<file path="src/design/gdc_pkg.sv">
// shared types, constants and tables of the gregorian day number converter
`timescale 1ns / 1ps
package gdc_pkg;

  localparam int YEAR_W  = 14;
  localparam int MONTH_W = 4;
  localparam int MDAY_W  = 5;
  localparam int COUNT_W = 22;
  localparam int YDAY_W  = 9;

  localparam logic [14:0] YEAR_SHIFT    = 15'd400;
  localparam logic [22:0] EPOCH_SHIFTED = 23'd146037;
  localparam logic [22:0] COUNT_BIAS    = 23'd146038;
  localparam logic [22:0] DAYS_PER_YEAR = 23'd365;

  localparam logic [35:0] YEAR_SCALE = 36'd10000;
  localparam logic [35:0] YEAR_BIAS  = 36'd14780;
  localparam logic [35:0] CYCLE_DAYS = 36'd3652425;
  // floor(2^32 * 10000 / 3652425)
  localparam logic [23:0] YEAR_RECIP = 24'((64'd10000 << 32) / 64'd3652425);

  // x / 100 as (x * 5243) >> 19, exact below 43690
  localparam logic [27:0] DIV100_RECIP = 28'd5243;

  // (100 * ddd + 52) / 3060 as ((25 * ddd + 13) * 87725) >> 26
  localparam logic [13:0] MDAY_SCALE  = 14'd25;
  localparam logic [13:0] MDAY_BIAS   = 14'd13;
  localparam logic [30:0] MONTH_RECIP = 31'd87725;

  localparam logic [3:0] JAN_INDEX = 4'd10;
  localparam logic [9:0] JAN_START = 10'd306;

  // (month + 9) % 12 for every 4-bit month code
  localparam logic [3:0] MONTH_INDEX [16] = '{
    4'd9, 4'd10, 4'd11, 4'd0, 4'd1, 4'd2, 4'd3, 4'd4,
    4'd5, 4'd6, 4'd7, 4'd8, 4'd9, 4'd10, 4'd11, 4'd0
  };

  // (index * 306 + 5) / 10, days from 1 march to the month start
  localparam logic [8:0] MONTH_OFFSET [16] = '{
    9'd0, 9'd31, 9'd61, 9'd92, 9'd122, 9'd153, 9'd184, 9'd214,
    9'd245, 9'd275, 9'd306, 9'd337, 9'd367, 9'd398, 9'd428, 9'd459
  };

  typedef struct packed {
    logic                 func;
    logic [YEAR_W-1:0]    year_in;
    logic [MONTH_W-1:0]   month_in;
    logic [MDAY_W-1:0]    mday_in;
    logic [COUNT_W-1:0]   count_in;
  } query_t;

  typedef struct packed {
    logic        func;
    logic [22:0] dn;
    logic [14:0] yr;
    logic [9:0]  off;
  } est_t;

  typedef struct packed {
    logic             func;
    logic [22:0]      dn;
    logic [14:0]      yr;
    logic [9:0]       off;
    logic [2:0][22:0] days;
  } leap_t;

  typedef struct packed {
    logic [COUNT_W-1:0] count_out;
    logic [YEAR_W-1:0]  year_out;
    logic [MONTH_W-1:0] month_out;
    logic [MDAY_W-1:0]  mday_out;
    logic [YDAY_W-1:0]  yday_out;
  } result_t;

  function automatic logic [7:0] div100(input logic [14:0] y);
    logic [27:0] p;
    p = 28'(y) * DIV100_RECIP;
    return p[26:19];
  endfunction

endpackage

</file>
<file path="src/design/gdc_if.sv">
// query and answer channel interfaces
`timescale 1ns / 1ps
interface gdc_query_if;
  logic                          valid;
  logic                          ready;
  logic                          func;
  logic [gdc_pkg::YEAR_W-1:0]    year_in;
  logic [gdc_pkg::MONTH_W-1:0]   month_in;
  logic [gdc_pkg::MDAY_W-1:0]    mday_in;
  logic [gdc_pkg::COUNT_W-1:0]   count_in;

  modport source (output valid, func, year_in, month_in, mday_in, count_in, input ready);
  modport sink (input valid, func, year_in, month_in, mday_in, count_in, output ready);
endinterface

interface gdc_answer_if;
  logic                          valid;
  logic                          ready;
  logic [gdc_pkg::COUNT_W-1:0]   count_out;
  logic [gdc_pkg::YEAR_W-1:0]    year_out;
  logic [gdc_pkg::MONTH_W-1:0]   month_out;
  logic [gdc_pkg::MDAY_W-1:0]    mday_out;
  logic [gdc_pkg::YDAY_W-1:0]    yday_out;

  modport source (output valid, count_out, year_out, month_out, mday_out, yday_out,
                  input ready);
  modport sink (input valid, count_out, year_out, month_out, mday_out, yday_out,
                output ready);
endinterface

</file>
<file path="src/design/gregorian_day_number_converter.sv">
// top level of the gregorian date and day count converter
//
//   channel  role    payload
//   query    sink    func, year_in, month_in, mday_in, count_in
//   answer   source  count_out, year_out, month_out, mday_out, yday_out
//
// eight register stages, one item per cycle while the answer side keeps taking them
// the stage depth is set by the year estimate multiplies and the leap day sums
// each stage holds its item while the one after it is full and stalled, so bubbles close up
// rst clears the valid bits only
`timescale 1ns / 1ps
module gregorian_day_number_converter (
  input  logic                clk,
  input  logic                rst,
  gdc_query_if.sink           query,
  gdc_answer_if.source        answer
);

  gdc_pkg::query_t  q;
  gdc_pkg::est_t    est;
  gdc_pkg::leap_t   leap;
  gdc_pkg::result_t result;
  logic             est_valid, est_ready;
  logic             leap_valid, leap_ready;

  always_comb begin
    q.func     = query.func;
    q.year_in  = query.year_in;
    q.month_in = query.month_in;
    q.mday_in  = query.mday_in;
    q.count_in = query.count_in;
  end

  gdc_year_est u_year_est (
    .clk        (clk),
    .rst        (rst),
    .up_valid   (query.valid),
    .up_ready   (query.ready),
    .query      (q),
    .down_valid (est_valid),
    .down_ready (est_ready),
    .est        (est)
  );

  gdc_leap u_leap (
    .clk        (clk),
    .rst        (rst),
    .up_valid   (est_valid),
    .up_ready   (est_ready),
    .est        (est),
    .down_valid (leap_valid),
    .down_ready (leap_ready),
    .leap       (leap)
  );

  gdc_date u_date (
    .clk        (clk),
    .rst        (rst),
    .up_valid   (leap_valid),
    .up_ready   (leap_ready),
    .leap       (leap),
    .down_valid (answer.valid),
    .down_ready (answer.ready),
    .result     (result)
  );

  assign answer.count_out = result.count_out;
  assign answer.year_out  = result.year_out;
  assign answer.month_out = result.month_out;
  assign answer.mday_out  = result.mday_out;
  assign answer.yday_out  = result.yday_out;

  a_reset_empty: assert property (@(posedge clk) rst |=> !answer.valid)
    else $error("answer valid right after reset");

  a_full_stall: assert property (@(posedge clk) disable iff (rst)
    !query.ready |-> (answer.valid && !answer.ready))
    else $error("query held off while the answer side is free");

  a_field_split: assert property (@(posedge clk) disable iff (rst)
    (answer.valid && answer.count_out != '0) |->
      (answer.month_out == '0 && answer.mday_out == '0 && answer.yday_out == '0))
    else $error("count and date fields both set");

endmodule

</file>
<file path="src/design/gdc_year_est.sv">
// stages one to three: day number, year estimate by reciprocal and its correction, or shifted year and day offset
`timescale 1ns / 1ps
module gdc_year_est (
  input  logic            clk,
  input  logic            rst,
  input  logic            up_valid,
  output logic            up_ready,
  input  gdc_pkg::query_t query,
  output logic            down_valid,
  input  logic            down_ready,
  output gdc_pkg::est_t   est
);

  typedef struct packed {
    gdc_pkg::est_t base;
    logic [35:0]   num;
    logic [35:0]   prod;
  } mul_t;

  logic          v1, v2, v3;
  logic          en1, en2, en3;
  gdc_pkg::est_t s1, s1_next, s3, s3_next;
  mul_t          s2, s2_next;

  logic [22:0] dn;
  logic [46:0] est_prod;
  logic [3:0]  mi;
  logic [14:0] yy;
  logic        bump;

  assign en3      = !v3 || down_ready;
  assign en2      = !v2 || en3;
  assign en1      = !v1 || en2;
  assign up_ready = en1;

  always_comb begin
    dn            = 23'(query.count_in) + gdc_pkg::EPOCH_SHIFTED;
    est_prod      = 47'(dn) * 47'(gdc_pkg::YEAR_RECIP);
    mi            = gdc_pkg::MONTH_INDEX[query.month_in];
    yy            = 15'(query.year_in) + gdc_pkg::YEAR_SHIFT - 15'(mi >= gdc_pkg::JAN_INDEX);
    s1_next.func  = query.func;
    s1_next.dn    = dn;
    s1_next.yr    = query.func ? est_prod[46:32] : yy;
    s1_next.off   = 10'(gdc_pkg::MONTH_OFFSET[mi]) + 10'(query.mday_in);
  end

  always_comb begin
    s2_next.base = s1;
    s2_next.num  = 36'(s1.dn) * gdc_pkg::YEAR_SCALE + gdc_pkg::YEAR_BIAS;
    s2_next.prod = 36'(s1.yr) * gdc_pkg::CYCLE_DAYS;
  end

  always_comb begin
    bump       = s2.base.func && (s2.num >= s2.prod + gdc_pkg::CYCLE_DAYS);
    s3_next    = s2.base;
    s3_next.yr = s2.base.yr + 15'(bump);
  end

  always_ff @(posedge clk) begin
    if (en1) s1 <= s1_next;
    if (en2) s2 <= s2_next;
    if (en3) s3 <= s3_next;
    if (rst) begin
      v1 <= 1'b0;
      v2 <= 1'b0;
      v3 <= 1'b0;
    end else begin
      if (en1) v1 <= up_valid;
      if (en2) v2 <= v1;
      if (en3) v3 <= v2;
    end
  end

  assign down_valid = v3;
  assign est        = s3;

endmodule

</file>
<file path="src/design/gdc_leap.sv">
// stages four and five: days before the march-based year for y, y-1 and y-2
`timescale 1ns / 1ps
module gdc_leap (
  input  logic           clk,
  input  logic           rst,
  input  logic           up_valid,
  output logic           up_ready,
  input  gdc_pkg::est_t  est,
  output logic           down_valid,
  input  logic           down_ready,
  output gdc_pkg::leap_t leap
);

  typedef struct packed {
    gdc_pkg::est_t    base;
    logic [2:0][7:0]  q;
    logic [2:0][22:0] lin;
  } part_t;

  logic           v4, v5;
  logic           en4, en5;
  part_t          s4, s4_next;
  gdc_pkg::leap_t s5, s5_next;

  logic [2:0][14:0] yk;

  assign en5      = !v5 || down_ready;
  assign en4      = !v4 || en5;
  assign up_ready = en4;

  always_comb begin
    s4_next.base = est;
    for (int k = 0; k < 3; k++) begin
      yk[k]          = est.yr - 15'(k);
      s4_next.q[k]   = gdc_pkg::div100(yk[k]);
      s4_next.lin[k] = 23'(yk[k]) * gdc_pkg::DAYS_PER_YEAR + 23'(yk[k] >> 2);
    end
  end

  always_comb begin
    s5_next.func = s4.base.func;
    s5_next.dn   = s4.base.dn;
    s5_next.yr   = s4.base.yr;
    s5_next.off  = s4.base.off;
    for (int k = 0; k < 3; k++) begin
      s5_next.days[k] = s4.lin[k] - 23'(s4.q[k]) + 23'(s4.q[k] >> 2);
    end
  end

  always_ff @(posedge clk) begin
    if (en4) s4 <= s4_next;
    if (en5) s5 <= s5_next;
    if (rst) begin
      v4 <= 1'b0;
      v5 <= 1'b0;
    end else begin
      if (en4) v4 <= up_valid;
      if (en5) v5 <= v4;
    end
  end

  assign down_valid = v5;
  assign leap       = s5;

endmodule

</file>
<file path="src/design/gdc_date.sv">
// stages six to eight: day of year, month split and result assembly
`timescale 1ns / 1ps
module gdc_date (
  input  logic             clk,
  input  logic             rst,
  input  logic             up_valid,
  output logic             up_ready,
  input  gdc_pkg::leap_t   leap,
  output logic             down_valid,
  input  logic             down_ready,
  output gdc_pkg::result_t result
);

  typedef struct packed {
    logic        func;
    logic [8:0]  ddd;
    logic [14:0] yc;
    logic [8:0]  plen;
    logic [21:0] cnt;
  } day_t;

  typedef struct packed {
    day_t       base;
    logic [3:0] mi;
  } mon_t;

  logic             v6, v7, v8;
  logic             en6, en7, en8;
  day_t             s6, s6_next;
  mon_t             s7, s7_next;
  gdc_pkg::result_t s8, s8_next;

  logic [23:0] d0, d1;
  logic        neg;
  logic [22:0] len0, len1, cnt_full;
  logic [13:0] x;
  logic [30:0] mprod;
  logic        janfeb;
  logic [14:0] yf, yr_rel;
  logic [9:0]  yday_full, dd_full;
  logic [3:0]  mo;

  assign en8      = !v8 || down_ready;
  assign en7      = !v7 || en8;
  assign en6      = !v6 || en7;
  assign up_ready = en6;

  always_comb begin
    d0           = 24'(leap.dn) - 24'(leap.days[0]);
    d1           = 24'(leap.dn) - 24'(leap.days[1]);
    neg          = d0[23];
    len0         = leap.days[0] - leap.days[1];
    len1         = leap.days[1] - leap.days[2];
    cnt_full     = leap.days[0] + 23'(leap.off) - gdc_pkg::COUNT_BIAS;
    s6_next.func = leap.func;
    s6_next.ddd  = neg ? d1[8:0] : d0[8:0];
    s6_next.yc   = leap.yr - 15'(neg);
    s6_next.plen = neg ? len1[8:0] : len0[8:0];
    s6_next.cnt  = cnt_full[21:0];
  end

  always_comb begin
    x            = 14'(s6.ddd) * gdc_pkg::MDAY_SCALE + gdc_pkg::MDAY_BIAS;
    mprod        = 31'(x) * gdc_pkg::MONTH_RECIP;
    s7_next.base = s6;
    s7_next.mi   = mprod[29:26];
  end

  always_comb begin
    janfeb = s7.mi >= gdc_pkg::JAN_INDEX;
    mo     = janfeb ? s7.mi - 4'd9 : s7.mi + 4'd3;
    yf     = s7.base.yc + 15'(janfeb);
    yr_rel = yf - gdc_pkg::YEAR_SHIFT;
    yday_full = janfeb ? 10'(s7.base.ddd) - gdc_pkg::JAN_START
                       : 10'(s7.base.ddd) + 10'(s7.base.plen) - gdc_pkg::JAN_START;
    dd_full = 10'(s7.base.ddd) - 10'(gdc_pkg::MONTH_OFFSET[s7.mi]) + 10'd1;
    if (s7.base.func) begin
      s8_next.count_out = '0;
      s8_next.year_out  = yr_rel[13:0];
      s8_next.month_out = mo;
      s8_next.mday_out  = dd_full[4:0];
      s8_next.yday_out  = yday_full[8:0];
    end else begin
      s8_next.count_out = s7.base.cnt;
      s8_next.year_out  = '0;
      s8_next.month_out = '0;
      s8_next.mday_out  = '0;
      s8_next.yday_out  = '0;
    end
  end

  always_ff @(posedge clk) begin
    if (en6) s6 <= s6_next;
    if (en7) s7 <= s7_next;
    if (en8) s8 <= s8_next;
    if (rst) begin
      v6 <= 1'b0;
      v7 <= 1'b0;
      v8 <= 1'b0;
    end else begin
      if (en6) v6 <= up_valid;
      if (en7) v7 <= v6;
      if (en8) v8 <= v7;
    end
  end

  assign down_valid = v8;
  assign result     = s8;

endmodule

</file>
<file path="src/flat_wrapper.sv">
// flat-port wrapper written by rule: the top's interface ports become plain ports
module gregorian_day_number_converter_flat 
  (clk, rst, query_valid, query_func, query_year_in, query_month_in, query_mday_in, query_count_in, query_ready, answer_valid, answer_count_out, answer_year_out, answer_month_out, answer_mday_out, answer_yday_out, answer_ready);
  gdc_query_if query_i ();
  gdc_answer_if answer_i ();
  input  logic clk;
  input  logic rst;
  input wire logic [$bits(query_i.valid)-1:0] query_valid;
  input wire logic [$bits(query_i.func)-1:0] query_func;
  input wire logic [$bits(query_i.year_in)-1:0] query_year_in;
  input wire logic [$bits(query_i.month_in)-1:0] query_month_in;
  input wire logic [$bits(query_i.mday_in)-1:0] query_mday_in;
  input wire logic [$bits(query_i.count_in)-1:0] query_count_in;
  output wire logic [$bits(query_i.ready)-1:0] query_ready;
  output wire logic [$bits(answer_i.valid)-1:0] answer_valid;
  output wire logic [$bits(answer_i.count_out)-1:0] answer_count_out;
  output wire logic [$bits(answer_i.year_out)-1:0] answer_year_out;
  output wire logic [$bits(answer_i.month_out)-1:0] answer_month_out;
  output wire logic [$bits(answer_i.mday_out)-1:0] answer_mday_out;
  output wire logic [$bits(answer_i.yday_out)-1:0] answer_yday_out;
  input wire logic [$bits(answer_i.ready)-1:0] answer_ready;
  assign query_i.valid = query_valid;
  assign query_i.func = query_func;
  assign query_i.year_in = query_year_in;
  assign query_i.month_in = query_month_in;
  assign query_i.mday_in = query_mday_in;
  assign query_i.count_in = query_count_in;
  assign query_ready = query_i.ready;
  assign answer_valid = answer_i.valid;
  assign answer_count_out = answer_i.count_out;
  assign answer_year_out = answer_i.year_out;
  assign answer_month_out = answer_i.month_out;
  assign answer_mday_out = answer_i.mday_out;
  assign answer_yday_out = answer_i.yday_out;
  assign answer_i.ready = answer_ready;
  gregorian_day_number_converter u_core (.clk(clk), .rst(rst), .query(query_i), .answer(answer_i));
endmodule
</file>
<file path="config.mk">
export PLATFORM = sky130hd
export DESIGN_NAME = gregorian_day_number_converter_flat
export DESIGN_NICKNAME = d
export VERILOG_FILES = /design/src/design/gdc_pkg.sv /design/src/design/gdc_if.sv /design/src/design/gregorian_day_number_converter.sv /design/src/design/gdc_year_est.sv /design/src/design/gdc_leap.sv /design/src/design/gdc_date.sv /design/src/flat_wrapper.sv
export SDC_FILE = /design/constraint.sdc
export NUM_CORES = 2
export LEC_CHECK = 0
export ABC_AREA = 1
export BUFFER_PORTS_ARGS = -buffer_cell sky130_fd_sc_hd__buf_4
export CORE_MARGIN = 8
export CORE_UTILIZATION = 40
export DETAILED_ROUTE_END_ITERATION = 10
export PLACE_DENSITY = 0.59
export SYNTH_ARGS = -nofsm -noshare
export SYNTH_HDL_FRONTEND = slang
export SYNTH_SLANG_ARGS = --single-unit
</file>
<file path="constraint.sdc">
create_clock -name clk -period 13.8 [get_ports clk]
set_clock_uncertainty 0.1 [all_clocks]
set_input_delay 2.76 -clock clk [delete_from_list [all_inputs] [get_ports clk]]
set_output_delay 2.76 -clock clk [all_outputs]
set_load 0.05 [all_outputs]
</file>
==> impl_summary.txt <==
----------------------------------------------------
[Drt]
  Count of antenna-violating nets left after detailed routing ... 0
  Drt initial violations ... 2,212
  Detail-routed via count per cell ... 4.86
  Top metal layer carrying routed signals ... met4
  WL met1 ... 76,400 um
  Final wirelength ... 172,000 um
  DRC viols ... 0
  Average routed wire per standard cell ... 17.1 um
  First drt pass iteration count ... 8
  DR WL met2 ... 85,400 um
  Sum of met3 wire segment lengths after detailed routing ... 5550 um
  Via count of the routed design ... 48,800

[Worst setup path]
  FF-to-FF End ... u_core.u_date.s7[1]
  Cell with the most instances on the worst path ... inv_1
  Critical Path Sink Type ... register
  Reg2Reg Depth ... 34
  Critical Path Start ... query_count_in[0]
  Slowest cell on crit path ... xor2_1
  Launching element type of the critical path ... input port
  Setup Crit Path Kind ... input port to register
  Critical Path Sink ... u_core.u_year_est.s1[15]
  CP Data Required Time ... 14,110 ps
  Largest driver fanout on the critical path ... 8
  Reg-to-reg slack, setup ... 5260 ps
  Crit path arrival time ... 10,590 ps
  Source of the worst register-to-register timing path ... u_core.u_date.s6[50]
  Crit path largest cell delay ... 670 ps

[Placed design]
  Port Buf Inserts ... 105
  HPWL Detailed ... 150,000 um
  Routability-driven placement congestion ratio ... 0.921
  Post-DP Area ... 0.0747 sq mm

[Cells and area]
  Post-route standard cell area excluding fillers ... 0.0770 sq mm
  Fraction of final layout cells with drive strength greater than 1 ... 4.35%
  Fill cell instance count of the final layout ... 17,000
  Number of nets in the finished design ... 9,666
  Number of diodes added for antenna fixing ... 0
  Synth-to-Final Area Change ... 8.61%
  Multi-input combinational cell area ... 0.0457 sq mm
  Sequential standard cell area ... 0.0176 sq mm

[Global route]
  GRT Residual Overflow ... 0
  Number of global-route vias before repair ... 51,200
  First-pass GRT wire length ... 277,000 um
  GRT Total Usage ... 18.0%
  Antenna violations before repair ... 0
  Maximum number of pins on one net before global-route repair ... 77

[Synthesis]
  Post-synth EDFFs ... 582
  Net Count, Synth ... 9,493
  Share of async-settable or async-resettable flops after synthesis ... 0%
  Post-Synthesis Cell Area ... 0.0709 sq mm
  Post-synthesis instance total ... 7,475
  #FFs+latches synth ... 590
  Fraction of post-synthesis cell area in the top cell type by area ... 24.7%
  Synthesized area per cell ... 9.48 sq um
  Number of warnings printed during yosys synthesis ... 0
  Most used flip-flop cell after synthesis ... edfxtp_1
  Sequential area share after synthesis ... 24.9%
  Number of distinct library cells after synthesis ... 59
  Most area-hungry cell type in the Yosys netlist ... edfxtp_1
  Cells taking the most area after synthesis ... edfxtp_1 (25%), fa_1 (23%), ha_1 (21%), inv_1 (10%), nand2_1 (5.0%)

[Clock network]
  Total clock buffers created by CTS ... 69
  Number of resized instances in the post-cts repair step ... 0
  Post-CTS setup buffer count ... 0
  Post-CTS clock slew at the launch and capture registers of the worst setup and hold paths ... 60 ps
  CTS tree ... done
  Largest buffer count on any clock path ... 3
  Clock latency at the later pin of the worst-skew pair ... 670 ps
  CTS root buf ... clkbuf_16
  Cts-stage hold buffer count ... 0
  H-tree depth ... 3
  Clk sinks ... 590

[Timing]
  Share of the clock period used by the worst path after layout ... 74.5%
  Number of failing setup endpoints in the final timing report ... 0
  Final hold violation count ... 0
  Post-Route Hold Slack ... 306 ps
  Final slew viol count ... 0
  Max Clk Rate ... 97.3 MHz
  Relative slew slack ... 22.5%
  Unrepaired setup endpoints after global routing ... no
  Post-layout min period ... 10,280 ps
  Actual transition at the worst max-transition pin ... 1150 ps
  Setup total negative slack ... 0 ps

[Floorplan]
  Initial core utilization ... 40.2%
  Number of top-level pins ... 106
  Site Rows ... 154
  Chip Width ... 437 um
  Area of the die ... 0.191 sq mm
  Die height ... 437 um
  Placeable core area ... 0.176 sq mm

[Worst hold path]
  Type of the worst min-delay path ... register to register

[Run status]
  Status ... finished clean

[Run]
  Max-cap violations ... 0

----------------------------------------------------
## registers in the layout, summed over array words and instances (netlist names)
signal and count:
u_core.u_leap.leap 89, u_core.u_date.s6 55, u_core.u_year_est.v1 1, u_core.u_date.v6 1, u_core.u_year_est.v2 1, u_core.u_date.v7 1, u_core.u_leap.down_valid 1, u_core.u_date.down_valid 1
u_core.u_year_est.est 49, u_core.u_year_est.s1 49, u_core.u_date.s7 59, u_core.u_year_est.s2 114, u_core.u_leap.s4 113, u_core.u_date.result 54, u_core.u_year_est.down_valid 1, u_core.u_leap.v4 1
## cells by family after synthesis
group / share of synthesized area [%]
flip-flops: 24.9
buffers and inverters: 10.6
multiplexers: 0.0283
AND/OR/NAND/NOR: 10.8
XOR/XNOR: 4.35
other: 0.00529
AO/OA/AOI/OAI: 6.12
adder cells (fa/ha/maj): 43.2
## layer usage
layer  GRT usage [%]  up-vias
li1                -    24100
met5               0        -
met1            23.5    23700
met3            2.00      199
met2            32.0      756
met4            4.36        0
## through the flow
step                      setup WS, ps  util (%)  instances
after global routing              2980      43.7      10000
after global placement            2890      42.4       9917
final                             3520      43.7      10000
after CTS                         3380      43.7      10000
after floorplan                    457         -       7475
after detailed placement          2880      42.4       9917
## how the worst min path moves through the flow
stage                                   start                   endpoint  cells after the start
floorplan             u_core.u_leap.leap[117]       u_core.u_date.s6[55]                      0
global placement    u_core.u_year_est.s2[107]  u_core.u_year_est.est[35]                      0
detailed placement       u_core.u_date.s6[32]       u_core.u_date.s7[36]                      0
CTS                 u_core.u_year_est.s2[106]  u_core.u_year_est.est[34]                      0
global route            u_core.u_leap.s4[124]    u_core.u_leap.leap[100]                      0
finish              u_core.u_year_est.est[25]      u_core.u_leap.s4[118]                      0
## cell type report
class	instances	area share (%)
Multi-Input combinational cell	4886	59.4
Sequential cell	590	22.9
Inverter	1978	9.66
Tap cell	2340	3.80
Clock buffer	77	2.28
Timing Repair Buffer	123	1.20
Clock inverter	49	0.730
## cell usage after synthesis, types with 7 or more instances
cell	instances
dfxtp_1	8
nand4_1	71
xnor2_1	104
nand3_1	226
nor3_1	55
inv_1	1971
fa_1	802
a211oi_1	7
nor4_1	26
nand2_2	27
a21boi_0	11
a21o_1	37
ha_1	1166
nor2_1	374
nand2_1	940
nand3b_1	10
o21ai_0	216
o31ai_1	7
xor2_1	248
edfxtp_1	582
o211ai_1	21
a31oi_1	34
clkbuf_1	18
a21oi_1	369
nor2_2	11
o21ai_1	8
o21a_1	15
or2_2	24
o21bai_1	21
## critical path, delay by kind of cell
kind	cells	cell delay, ps
AND/OR/NAND/NOR	9	890
adder cells (fa/ha/maj)	9	4010
buffers and inverters	9	920
AO/OA/AOI/OAI	6	1310
XOR/XNOR	1	670
## placed cells by master, fill, tap and decap left out, types with 21 or more instances in the layout
cell / netlist / routed
xnor2_1: 104 / 104
clkbuf_16: 0 / 69
o21bai_1: 21 / 21
fa_1: 802 / 802
a21o_1: 37 / 37
nand2_1: 940 / 938
buf_4: 0 / 123
nor4_1: 26 / 26
or2_2: 24 / 24
o211ai_1: 21 / 21
a31oi_1: 34 / 34
ha_1: 1166 / 1166
a21oi_1: 369 / 369
edfxtp_1: 582 / 582
nand3_1: 226 / 226
xor2_1: 248 / 248
nand4_1: 71 / 71
nand2_2: 27 / 29
inv_1: 1971 / 1965
nor2_1: 374 / 374
nor3_1: 55 / 55
o21ai_0: 216 / 216
Power is not shown: default switching activity piles up to over one toggle a cycle in this logic, so the estimate is an artifact.
